===== config.mk =====
export PLATFORM = sky130hd
export DESIGN_NAME = tcc_level
export DESIGN_NICKNAME = d
export VERILOG_FILES = /design/src/hdl/tcc_pkg.sv /design/src/hdl/tcc_level.sv
export SDC_FILE = /design/constraint.sdc
export NUM_CORES = 1
export LEC_CHECK = 0
export ABC_AREA = 0
export BUFFER_PORTS_ARGS = -buffer_cell sky130_fd_sc_hd__clkbuf_2
export CORE_UTILIZATION = 55
export DETAILED_ROUTE_END_ITERATION = 6
export HOLD_SLACK_MARGIN = 0.02
export PLACE_DENSITY = 0.75
export SYNTH_ARGS = -nofsm -noshare
export SYNTH_HDL_FRONTEND = slang
export SYNTH_SLANG_ARGS = --single-unit
export TNS_END_PERCENT = 10

===== constraint.sdc =====
create_clock -name aclk -period 8.3 [get_ports aclk]
set_input_delay 1.245 -clock aclk [delete_from_list [all_inputs] [get_ports aclk]]
set_output_delay 1.245 -clock aclk [all_outputs]
set_load 0.01 [all_outputs]

===== src/hdl/tcc_pkg.sv =====
// Shared constants, codes and interface types for the tuple coverage counter.
// No dependencies; imported by every module of the block.
package tcc_pkg;

    localparam int MAX_STRENGTH    = 6;
    localparam int STORE_BITS      = 65536;
    localparam int COVERAGE_LEVELS = 11;
    localparam int MAX_VALUES      = 64;

    localparam int NPOS    = 6;
    localparam int VAL_W   = 7;
    localparam int RADIX_W = 7;
    localparam int STR_W   = 3;
    localparam int CFG_IDX_W = 3;
    localparam int CFG_DATA_W = 7;
    localparam int POS_W   = 3;
    localparam int CNT_W   = $clog2(STORE_BITS + 1);
    localparam int SPACE_W = 37;
    localparam int LEVEL_W = 4;
    localparam int STATUS_W = 2;
    localparam int LEVEL_TOP = COVERAGE_LEVELS - 1;

    localparam int INDEX_W   = $clog2(STORE_BITS);
    localparam int ROW_BITS  = (STORE_BITS >= 128) ? 64 : STORE_BITS / 2;
    localparam int BIT_W     = $clog2(ROW_BITS);
    localparam int ROWS      = (STORE_BITS + ROW_BITS - 1) / ROW_BITS;
    localparam int ROW_AW    = $clog2(ROWS);

    localparam logic [CFG_IDX_W-1:0] CFG_STRENGTH = 3'd0;
    localparam logic [CFG_IDX_W-1:0] CFG_RADIX0   = 3'd1;

    localparam logic [STATUS_W-1:0] ST_MARKED   = 2'd0;
    localparam logic [STATUS_W-1:0] ST_DONTCARE = 2'd1;
    localparam logic [STATUS_W-1:0] ST_RANGE    = 2'd2;
    localparam logic [STATUS_W-1:0] ST_SPACE    = 2'd3;

    typedef struct packed {
        logic [STR_W-1:0]                strength;
        logic [NPOS-1:0][RADIX_W-1:0]    radix;
        logic [SPACE_W-1:0]              space;
        logic                            space_big;
        logic                            busy;
    } cfg_t;

    typedef struct packed {
        logic                rd_en;
        logic                wr_en;
        logic [ROW_AW-1:0]   addr;
        logic [ROW_BITS-1:0] wdata;
    } mem_req_t;

    typedef struct packed {
        logic             start;
        logic [CNT_W-1:0] count;
    } lvl_req_t;

    typedef struct packed {
        logic               done;
        logic [LEVEL_W-1:0] level;
    } lvl_rsp_t;

endpackage


===== src/hdl/tcc_level.sv =====
// Coverage level unit: min(floor(top*count/space), top) by repeated add and compare.
// Depends on tcc_pkg.
module tcc_level import tcc_pkg::*; (
    input  logic               aclk,
    input  logic               aresetn,
    input  lvl_req_t           req,
    input  logic [SPACE_W-1:0] space,
    output lvl_rsp_t           rsp
);

    localparam int ACC_W = SPACE_W + LEVEL_W;
    localparam int NUM_W = CNT_W + LEVEL_W;

    logic                run_reg, run_next;
    logic [ACC_W-1:0]    acc_reg, acc_next;
    logic [NUM_W-1:0]    num_reg, num_next;
    logic [LEVEL_W-1:0]  lvl_reg, lvl_next;
    logic                step_ok;

    assign step_ok = (acc_reg <= ACC_W'(num_reg)) && (lvl_reg < LEVEL_W'(LEVEL_TOP));

    always_comb begin
        run_next = run_reg;
        acc_next = acc_reg;
        num_next = num_reg;
        lvl_next = lvl_reg;
        if (req.start) begin
            run_next = 1'b1;
            acc_next = ACC_W'(space);
            num_next = NUM_W'(req.count * LEVEL_TOP);
            lvl_next = '0;
        end else if (run_reg) begin
            if (step_ok) begin
                lvl_next = lvl_reg + LEVEL_W'(1);
                acc_next = acc_reg + ACC_W'(space);
            end else begin
                run_next = 1'b0;
            end
        end
    end

    always_ff @(posedge aclk) begin
        if (!aresetn) begin
            run_reg <= 1'b0;
        end else begin
            run_reg <= run_next;
        end
        acc_reg <= acc_next;
        num_reg <= num_next;
        lvl_reg <= lvl_next;
    end

    assign rsp.done  = run_reg & ~step_ok;
    assign rsp.level = lvl_reg;

endmodule


==> key figures <==
Detailed routing
  – Total number of vias: 4992
  – Via density: 5.95
  – DR DRC count: 0
  – WL/cell: 15.7 um
  – Total wire length: 13200 um
  – Detail Route Antenna Nets: 0
  – Initial drt markers: ~280
  – Drt pass-1 iters: 5

Die
  – Row count: 37
  – Chip width: 105 um
  – Core ar.: 10300 um^2
  – I/O pins: 62
  – Die Area: 11100 um^2
  – Initial core utilization: 0.567
  – Die H: approximately 110 um

Cells and area
  – Multi-input gate area in the final layout: ~3800 um^2
  – Layout cells sized above 1: 0.135
  – Area grow syn2layout: 10.7%
  – Commonest non-fill, non-tap cell in the layout: ha_1
  – Number of flip-flops in the largest register: slightly above 40
  – Layout net count: 845
  – Commonest non-fill, non-tap cells in the layout: 88 x ha_1, 74 x nand2_1, 60 x clkbuf_2
  – Sequential cell area: ~1900 um^2
  – N_diodes: 0
  – Fin area: roughly 6500 um^2
  – Fillers: ~900
  – Fin util: 0.628

Timing
  – Final setup viols: 0
  – Fin crit period: between 4 and 5 ns
  – TNS Setup: 0 ns
  – Max-slew violations: 0
  – Clock skew: between 0.01 and 0.015 ns
  – Least-Margin Pin Slew: approximately 1.1 ns
  – Max_slew headroom: 0.286
  – Final Hold Viols: 0
  – RSZ-0062 raised after global routing: no
  – Achievable frequency: ~220 MHz
  – Tcrit/Tclk final: 0.542

Run status
  – Status: complete, no violations

Critical path
  – CP Cell Sequence: nor4_1, nand4_1, a2111oi_0, nand3_1, a221oi_1, o21ai_0, and2_1, clkbuf_2
  – Buf/Inv on CP: 1
  – CP Capture Type: output port
  – Top Family by Delay on Critical Path: compound AO/OA/AOI/OAI gates
  – Crit path max-delay cell type: a2111oi_0
  – CP Launch Type: register
  – Crit-path max FO: 2
  – Critical path class: reg2out
  – Worst EP arrival: roughly 3.3 ns
  – CP required: between 7 and 8 ns
  – Slowest stage delay, CP: approximately 0.82 ns

Logic synthesis
  – FFs w/ async S/R, synth: 0
  – Post-Synthesis Cells: 643
  – Yosys reg bits: 66
  – Post-synth top area cell: edfxtp_1
  – Synth cell types: slightly below 60
  – Synthesis Warnings: 0
  – Sequential area share after synthesis: 0.323
  – Synth area leaders: edfxtp_1 29%, ha_1 19%, o21ai_0 5.0%, nand2_1 4.7%, a21oi_1 4.2%
  – Syn_area_per_cell: ~9.1 um^2
  – Synth Cell Area: ~6000 um^2
  – Post-synth top area share: 0.292
  – Syn_nets: between 700 and 800
  – Number of enable flip-flop cells after synthesis: 57
  – Top_reg_cell synth: edfxtp_1

Power
  – Comb pwr share: 0.391
  – P_sw: about 420 uW
  – Power per cell area: roughly 190 nW/um^2
  – Switch share: 0.346
  – Clock share of power: 0.242
  – VDD IR-drop max: roughly 0.09 mV
  – LEAKAGE: 0.00293 uW
  – Pint: ~780 uW
  – Register share of total power: 0.367

Global route
  – Global routing usage on met2: 0.431
  – Largest net degree at the start of global routing: 97
  – First-pass GRT wire length: 22100 um
  – Tot GR Track Use: 0.251
  – Most used routing layer: met2
  – Global Route met1 Usage: 0.316
  – Grt ovf: 0
  – Vias in the first global route: 4766
  – GRT met3 Usage: 0.0374
  – Initial antenna violation count: 0

Run
  – # Max-Cap Violations: 0

CTS
  – Clock buffer depth: 2
  – Postcts setup bufs: 0
  – CTS root buf: clkbuf_8
  – CTS tree: built
  – Post-CTS sizing: 0
  – TritonCTS buffer count: 9
  – Clk sink count: 66
  – Clk slew on worst S/H paths: roughly 0.080 ns
  – H-tree levels: 3
  – Hold-fix buffers, CTS: 0
  – Clock Latency Late Sink: around 0.35 ns

Placed design
  – I/O Buffers: 61
  – Gpl congestion: approximately 0.89
  – Cell Area, Placed: roughly 6300 um^2
  – Dpl hpwl: approximately 10000 um

Min path
  – Hold Path Class: reg2reg
-- cell type report --
class	instances	area share
Clock buffer	14	0.0266
Clock inverter	2	0.00540
Inverter	36	0.0208
Multi-Input combinational cell	523	0.581
Sequential cell	66	0.292
Tap cell	136	0.0262
Timing Repair Buffer	62	0.0482
-- path summary, 6_finish.rpt --
path	startpoint	to	slack, ns	cells after the start
setup / recovery	acc_reg[36]	rsp[4]	3.80	8
hold / removal	acc_reg[39]	acc_reg[39]	0.47	1
setup reg to reg	acc_reg[24]	run_reg	4.72	7
hold reg to reg	acc_reg[39]	acc_reg[39]	0.47	1
-- metal layers --
| layer | vias up | wire [um] |
|---|---|---|
| met2 | 146 | 6370 |
| li1 | 2515 | - |
| met4 | 0 | 243 |
| met1 | 2311 | 5870 |
| met5 | - | 0 |
| met3 | 20 | 696 |
-- cell usage after synthesis (2+ instances only) --
cell	instances
a41oi_1	2
mux2i_1	3
o21bai_1	8
nor4_1	7
nand2b_1	2
a21oi_1	49
o211ai_1	3
o2111a_1	2
and2_1	3
xnor2_1	27
nor3_1	12
nand3_1	14
a221oi_1	3
a21o_1	29
a2111oi_0	2
or2_2	3
nand2_1	74
nor2_1	37
mux2_2	4
dfxtp_1	9
o21a_1	5
fa_1	2
o31ai_1	2
a41o_1	2
xor2_1	16
a21boi_0	2
nand4_1	9
a21o_2	2
a31oi_1	7
nor2b_1	9
inv_1	36
clkbuf_1	16
and3_1	6
o2111ai_1	2
o21ai_0	59
and4_1	2
edfxtp_1	57
ha_1	88
a211oi_1	8
-- power by group through the flow --
stage,Combinational (uW),Sequential (uW),Clock (uW)
after floorplan,359,438,0
after global placement,449,446,0
after detailed placement,463,447,0
after CTS,467,440,296
after global routing,530,444,307
final,469,440,290
-- cell families (layout without fill, tap and decap cells) --
family	count (synthesis)	count (layout)	synth area share
AND/OR/NAND/NOR	183	183	0.147
AO/OA/AOI/OAI	200	200	0.224
adder cells (fa/ha/maj)	90	90	0.195
flip-flops	66	66	0.323
XOR/XNOR	43	43	0.0643
buffers and inverters	54	114	0.0348
multiplexers	7	7	0.0128
-- metrics by stage --
step	setup WS, ns	hold WS, ns	total power, uW	instances
finish	3.80	0.469	1200	839
global route	3.82	0.494	1280	839
CTS	3.84	0.471	1200	839
detailed placement	3.99	0.459	910	823
global placement	4.12	0.452	894	823
floorplan	4.46	0.438	797	643
(Power assumes the default switching activity.)
