### src/hdl/tcc_pkg.sv
// Shared constants, codes and interface types for the tuple coverage counter.
// No dependencies; imported by every module of the block.
package tcc_pkg;

    localparam int MAX_STRENGTH    = 6;
    localparam int STORE_BITS      = 65536;
    localparam int COVERAGE_LEVELS = 11;
    localparam int MAX_VALUES      = 64;

    localparam int NPOS    = 6;
    localparam int VAL_W   = 7;
    localparam int RADIX_W = 7;
    localparam int STR_W   = 3;
    localparam int CFG_IDX_W = 3;
    localparam int CFG_DATA_W = 7;
    localparam int POS_W   = 3;
    localparam int CNT_W   = $clog2(STORE_BITS + 1);
    localparam int SPACE_W = 37;
    localparam int LEVEL_W = 4;
    localparam int STATUS_W = 2;
    localparam int LEVEL_TOP = COVERAGE_LEVELS - 1;

    localparam int INDEX_W   = $clog2(STORE_BITS);
    localparam int ROW_BITS  = (STORE_BITS >= 128) ? 64 : STORE_BITS / 2;
    localparam int BIT_W     = $clog2(ROW_BITS);
    localparam int ROWS      = (STORE_BITS + ROW_BITS - 1) / ROW_BITS;
    localparam int ROW_AW    = $clog2(ROWS);

    localparam logic [CFG_IDX_W-1:0] CFG_STRENGTH = 3'd0;
    localparam logic [CFG_IDX_W-1:0] CFG_RADIX0   = 3'd1;

    localparam logic [STATUS_W-1:0] ST_MARKED   = 2'd0;
    localparam logic [STATUS_W-1:0] ST_DONTCARE = 2'd1;
    localparam logic [STATUS_W-1:0] ST_RANGE    = 2'd2;
    localparam logic [STATUS_W-1:0] ST_SPACE    = 2'd3;

    typedef struct packed {
        logic [STR_W-1:0]                strength;
        logic [NPOS-1:0][RADIX_W-1:0]    radix;
        logic [SPACE_W-1:0]              space;
        logic                            space_big;
        logic                            busy;
    } cfg_t;

    typedef struct packed {
        logic                rd_en;
        logic                wr_en;
        logic [ROW_AW-1:0]   addr;
        logic [ROW_BITS-1:0] wdata;
    } mem_req_t;

    typedef struct packed {
        logic             start;
        logic [CNT_W-1:0] count;
    } lvl_req_t;

    typedef struct packed {
        logic               done;
        logic [LEVEL_W-1:0] level;
    } lvl_rsp_t;

endpackage

### src/hdl/tcc_config.sv
// Configuration registers with saturation and iterative tuple-space product.
// Depends on tcc_pkg.
module tcc_config import tcc_pkg::*; (
    input  logic                  aclk,
    input  logic                  aresetn,
    input  logic                  cfg_wr_en,
    input  logic [CFG_IDX_W-1:0]  cfg_index,
    input  logic [CFG_DATA_W-1:0] cfg_wdata,
    output cfg_t                  cfg
);

    logic [STR_W-1:0]             strength_reg, strength_next;
    logic [NPOS-1:0][RADIX_W-1:0] radix_reg, radix_next;
    logic                         pend_reg, pend_next;
    logic                         run_reg, run_next;
    logic [POS_W-1:0]             step_reg, step_next;
    logic [SPACE_W-1:0]           acc_reg, acc_next;
    logic [SPACE_W-1:0]           space_reg, space_next;

    logic [STR_W-1:0]             strength_eff;
    logic [NPOS-1:0][RADIX_W-1:0] radix_eff;
    logic [RADIX_W-1:0]           factor;
    logic [SPACE_W+RADIX_W-1:0]   product;

    always_comb begin
        strength_eff = (strength_reg > STR_W'(MAX_STRENGTH)) ? STR_W'(MAX_STRENGTH)
                                                              : strength_reg;
        for (int i = 0; i < NPOS; i++) begin
            radix_eff[i] = (radix_reg[i] > RADIX_W'(MAX_VALUES)) ? RADIX_W'(MAX_VALUES)
                                                                  : radix_reg[i];
        end
        factor  = (step_reg < strength_eff) ? radix_eff[step_reg] : RADIX_W'(1);
        product = acc_reg * factor;
    end

    always_comb begin
        strength_next = strength_reg;
        radix_next    = radix_reg;
        pend_next     = pend_reg;
        run_next      = run_reg;
        step_next     = step_reg;
        acc_next      = acc_reg;
        space_next    = space_reg;

        if (run_reg) begin
            acc_next  = product[SPACE_W-1:0];
            step_next = step_reg + POS_W'(1);
            if (step_reg == POS_W'(NPOS - 1)) begin
                run_next   = 1'b0;
                space_next = product[SPACE_W-1:0];
            end
        end else if (pend_reg) begin
            pend_next = 1'b0;
            run_next  = 1'b1;
            step_next = '0;
            acc_next  = SPACE_W'(1);
        end

        if (cfg_wr_en) begin
            if (cfg_index == CFG_STRENGTH) begin
                strength_next = cfg_wdata[STR_W-1:0];
                pend_next     = 1'b1;
            end else if (cfg_index <= CFG_IDX_W'(NPOS)) begin
                radix_next[cfg_index - CFG_RADIX0] = cfg_wdata[RADIX_W-1:0];
                pend_next                          = 1'b1;
            end
        end
    end

    always_ff @(posedge aclk) begin
        if (!aresetn) begin
            strength_reg <= STR_W'(2);
            for (int i = 0; i < NPOS; i++) begin
                radix_reg[i] <= RADIX_W'(2);
            end
            pend_reg  <= 1'b1;
            run_reg   <= 1'b0;
            step_reg  <= '0;
            space_reg <= SPACE_W'(4);
        end else begin
            strength_reg <= strength_next;
            radix_reg    <= radix_next;
            pend_reg     <= pend_next;
            run_reg      <= run_next;
            step_reg     <= step_next;
            space_reg    <= space_next;
        end
        acc_reg <= acc_next;
    end

    assign cfg.strength  = strength_eff;
    assign cfg.radix     = radix_eff;
    assign cfg.space     = space_reg;
    assign cfg.space_big = (space_reg > SPACE_W'(STORE_BITS));
    assign cfg.busy      = pend_reg | run_reg;

endmodule

### config.mk
export PLATFORM = sky130hd
export DESIGN_NAME = tcc_config
export DESIGN_NICKNAME = d
export VERILOG_FILES = /design/src/hdl/tcc_pkg.sv /design/src/hdl/tcc_config.sv
export SDC_FILE = /design/constraint.sdc
export NUM_CORES = 1
export LEC_CHECK = 0
export BUFFER_PORTS_ARGS = -buffer_cell sky130_fd_sc_hd__buf_2
export CAP_MARGIN = 20
export CORE_MARGIN = 2
export CORE_UTILIZATION = 55
export DETAILED_ROUTE_END_ITERATION = 6
export PLACE_DENSITY = 0.74
export SKIP_LAST_GASP = 1
export SYNTH_ARGS = -nofsm -noshare
export SYNTH_HDL_FRONTEND = slang
export SYNTH_SLANG_ARGS = --single-unit
export TNS_END_PERCENT = 50
### constraint.sdc
create_clock -name aclk -period 8.95 [get_ports aclk]
set_clock_uncertainty 0.2 [all_clocks]
set_input_delay 1.79 -clock aclk [delete_from_list [all_inputs] [get_ports aclk]]
set_output_delay 1.79 -clock aclk [all_outputs]
set_load 0.005 [all_outputs]
==> impl_results.md <==
- Initial Util: 56.0%
- Max reg flops: 42
- Cell area after layout: 13500 µm²
- Top cells by instance count after synthesis: 176 x and2_1, 168 x nand2_1, 164 x inv_1
- Htree depth: 4
- Drt initial violations: 614
- Gpl congestion: 0.941
- Post-route setup slack: 1.56 ns
- CTS buffer count: 17
- Worst R2R Start: step_reg[0]
- Clock sink total: 124
- CTS Buffer Depth: 2
- Crit. End Element: flip-flop
- Nets@finish: 1629
- Pwr per Cell Area: 130 nW/µm²
- Total global-route track usage: 27.4%
- Dpl cell area: 12900 µm²
- # setup viols final: 0
- DR pass1 iterations: 5
- DRC Markers: 0
- CP startpoint: step_reg[0]
- Register area share after synthesis: 23.4%
- Antenna diodes: 0
- Syn Nets: 1559
- Outcome: finished, final reports clean
- Max-slew violations: 0
- Dpl ws: 1.67 ns
- Clock transition at path regs: 0.06 ns
- CP Max Fanout: 32
- Fill cells: 1850
- Slew @ Worst Pin: 0.961 ns
- Leak: 6.73 nW
- Yosys cell types: 63
- Hold Fails Final Rpt: 0
- Total gr overflow: 0
- Final wirelength: 30400 µm
- Number of flops mapped to enable cells by yosys: 37
- DR WL/cell: 17.9 µm
- Antenna viol nets, final: 0
- Synth Flop Type: dfxtp_1
- Tcrit/Tclk final: 82.6%
- Post-synth top area cell: fa_1
- Mean Syn Cell Area: 9.12 µm²
- Number of global-route vias before repair: 9955
- Ys async rst share: 0%
- Most common cell in the synthesized netlist: and2_1
- Hold Buf Count CTS: 0
- Core area: 21800 µm²
- Post-CTS Setup Inserts: 0
- Share of cells above drive strength 1: 11.5%
- Post-synthesis cell count: 1339
- Slew HR: 35.7%
- VDD IR-drop max: 0.000129 V
- DP Wirelength: 22700 µm
- Hold Crit Depth: 2
- CP Data Required Time: 9.00 ns
- Fin crit period: 7.39 ns
- Largest net degree at the start of global routing: 77
- HP Start: strength_reg[0]
- WS Path Type: flip-flop to flip-flop
- Area growth from synthesis to layout: 10.7%
- Setup TNS: 0 ns
- Die span in y: 153 µm
- Fmax: 135 MHz
- Vias: 9556
- Top cell type's share of synthesized area: 25.7%
- R2R cell count: 21
- Clock Latency Late Sink: 0.42 ns
- Initial antenna violation count: 0
- Arr. time, crit path: 7.44 ns
- CTS root buf: clkbuf_16
- Hold Slack: 0.249 ns
- Area contributors post-synth: fa_1 26%, dfxtp_1 14%, edfxtp_1 9.1%
- Startpoint types: flip-flop
- Post-CTS Resized: 0
- Port bufs: 96
- RSZ-0062 raised after global routing: false
- Number of synthesized register bits: 124
- Die X: 153 µm
- Max Cap Viol: 0
- Post-Syn Area: 12200 µm²
- Ys Warns: 0
- First-pass GRT wire length: 51700 µm
- Total die area: 23400 µm²
- IO Count: 97
- FP Rows: 54
- CTS tree: yes
- Hold crit path type: flip-flop to flip-flop
- Vias per cell: 5.61
## cells by family (layout without fill, tap and decap cells)
group	count (synthesis)	in the layout	share of synthesized area, %
simple gates	536	536	22.3
buf+inv	225	308	7.05
fa+ha+maj	207	207	30.9
compound gates	150	150	7.99
flops	124	124	23.4
mux	61	61	5.64
xor+xnor	36	36	2.81
## where the power goes
| part | internal [mW] | leakage (nW) | switching, mW |
|---|---|---|---|
| sequential | 0.616 | 1.13 | 0.0539 |
| combinational | 0.152 | 5.30 | 0.239 |
| clock | 0.427 | 0.295 | 0.268 |
## through the flow
| step | total power, mW | cells | util [%] |
|---|---|---|---|
| finish | 1.76 | 1702 | 61.9 |
| global route | 1.84 | 1702 | 61.9 |
| CTS | 1.76 | 1702 | 61.9 |
| detailed placement | 1.07 | 1670 | 59.2 |
| global placement | 1.06 | 1670 | 59.2 |
| floorplan | 0.943 | 1339 | - |
## routing by layer
metal | track usage [%] | routed length, µm
met1 | 37.7 | 13200
met5 | 0 | 0
met2 | 45.3 | 14700
met3 | 4.20 | 1870
met4 | 7.76 | 688
## layout make-up
cell class | instances | area (µm²) | area share, %
multi-input combinational | 990 | 8510 | 63.0
timing repair buffer | 110 | 586 | 4.33
tap | 280 | 350 | 2.59
clock buffer | 19 | 454 | 3.36
clock inverter | 13 | 138 | 1.02
sequential | 124 | 2850 | 21.1
inverter | 166 | 624 | 4.62
## critical path, stage by stage (launching register included)
cell and delay [ns]:
dfxtp_1 0.61, clkinv_2 0.36, mux4_2 0.52, a2bb2oi_1 0.18, nor2_1 0.06, buf_4 0.25, and2_1 0.23, fa_1 0.49
fa_1 0.52, fa_1 0.54, inv_1 0.06, fa_1 0.53, inv_1 0.05, ha_1 0.33, and2_1 0.20, or3_1 0.36
o211ai_1 0.28, a31oi_1 0.27, o21ai_0 0.44, a21boi_0 0.20, o21ai_0 0.26, nor3b_1 0.24
## final timing paths
check / endpoint / slack [ns]
max: acc_reg[28] / 1.56
max reg2reg: acc_reg[28] / 1.56
min: strength_reg[0] / 0.25
min reg2reg: strength_reg[0] / 0.25
## layout by cell type, fill, tap and decap left out, types with 5 or more instances in the layout
master,netlist,routed
xor2_1,13,13
nor2b_1,35,35
mux2i_1,55,55
dfxtp_1,87,87
ha_1,50,50
nor2_1,79,76
mux4_2,5,5
and3_1,5,5
fa_1,157,157
clkbuf_16,0,18
and2_1,176,176
o21bai_1,9,9
nand4_1,10,10
or3_1,10,10
nand3_1,19,18
a21oi_1,61,61
nor4_1,9,9
a31oi_1,5,5
buf_4,0,14
nor3_1,7,7
buf_2,0,96
xnor2_1,21,21
a21o_1,21,21
o21ai_0,15,15
edfxtp_1,37,37
inv_1,164,163
nand2_1,168,168
Power figures use the tool's default switching activity.
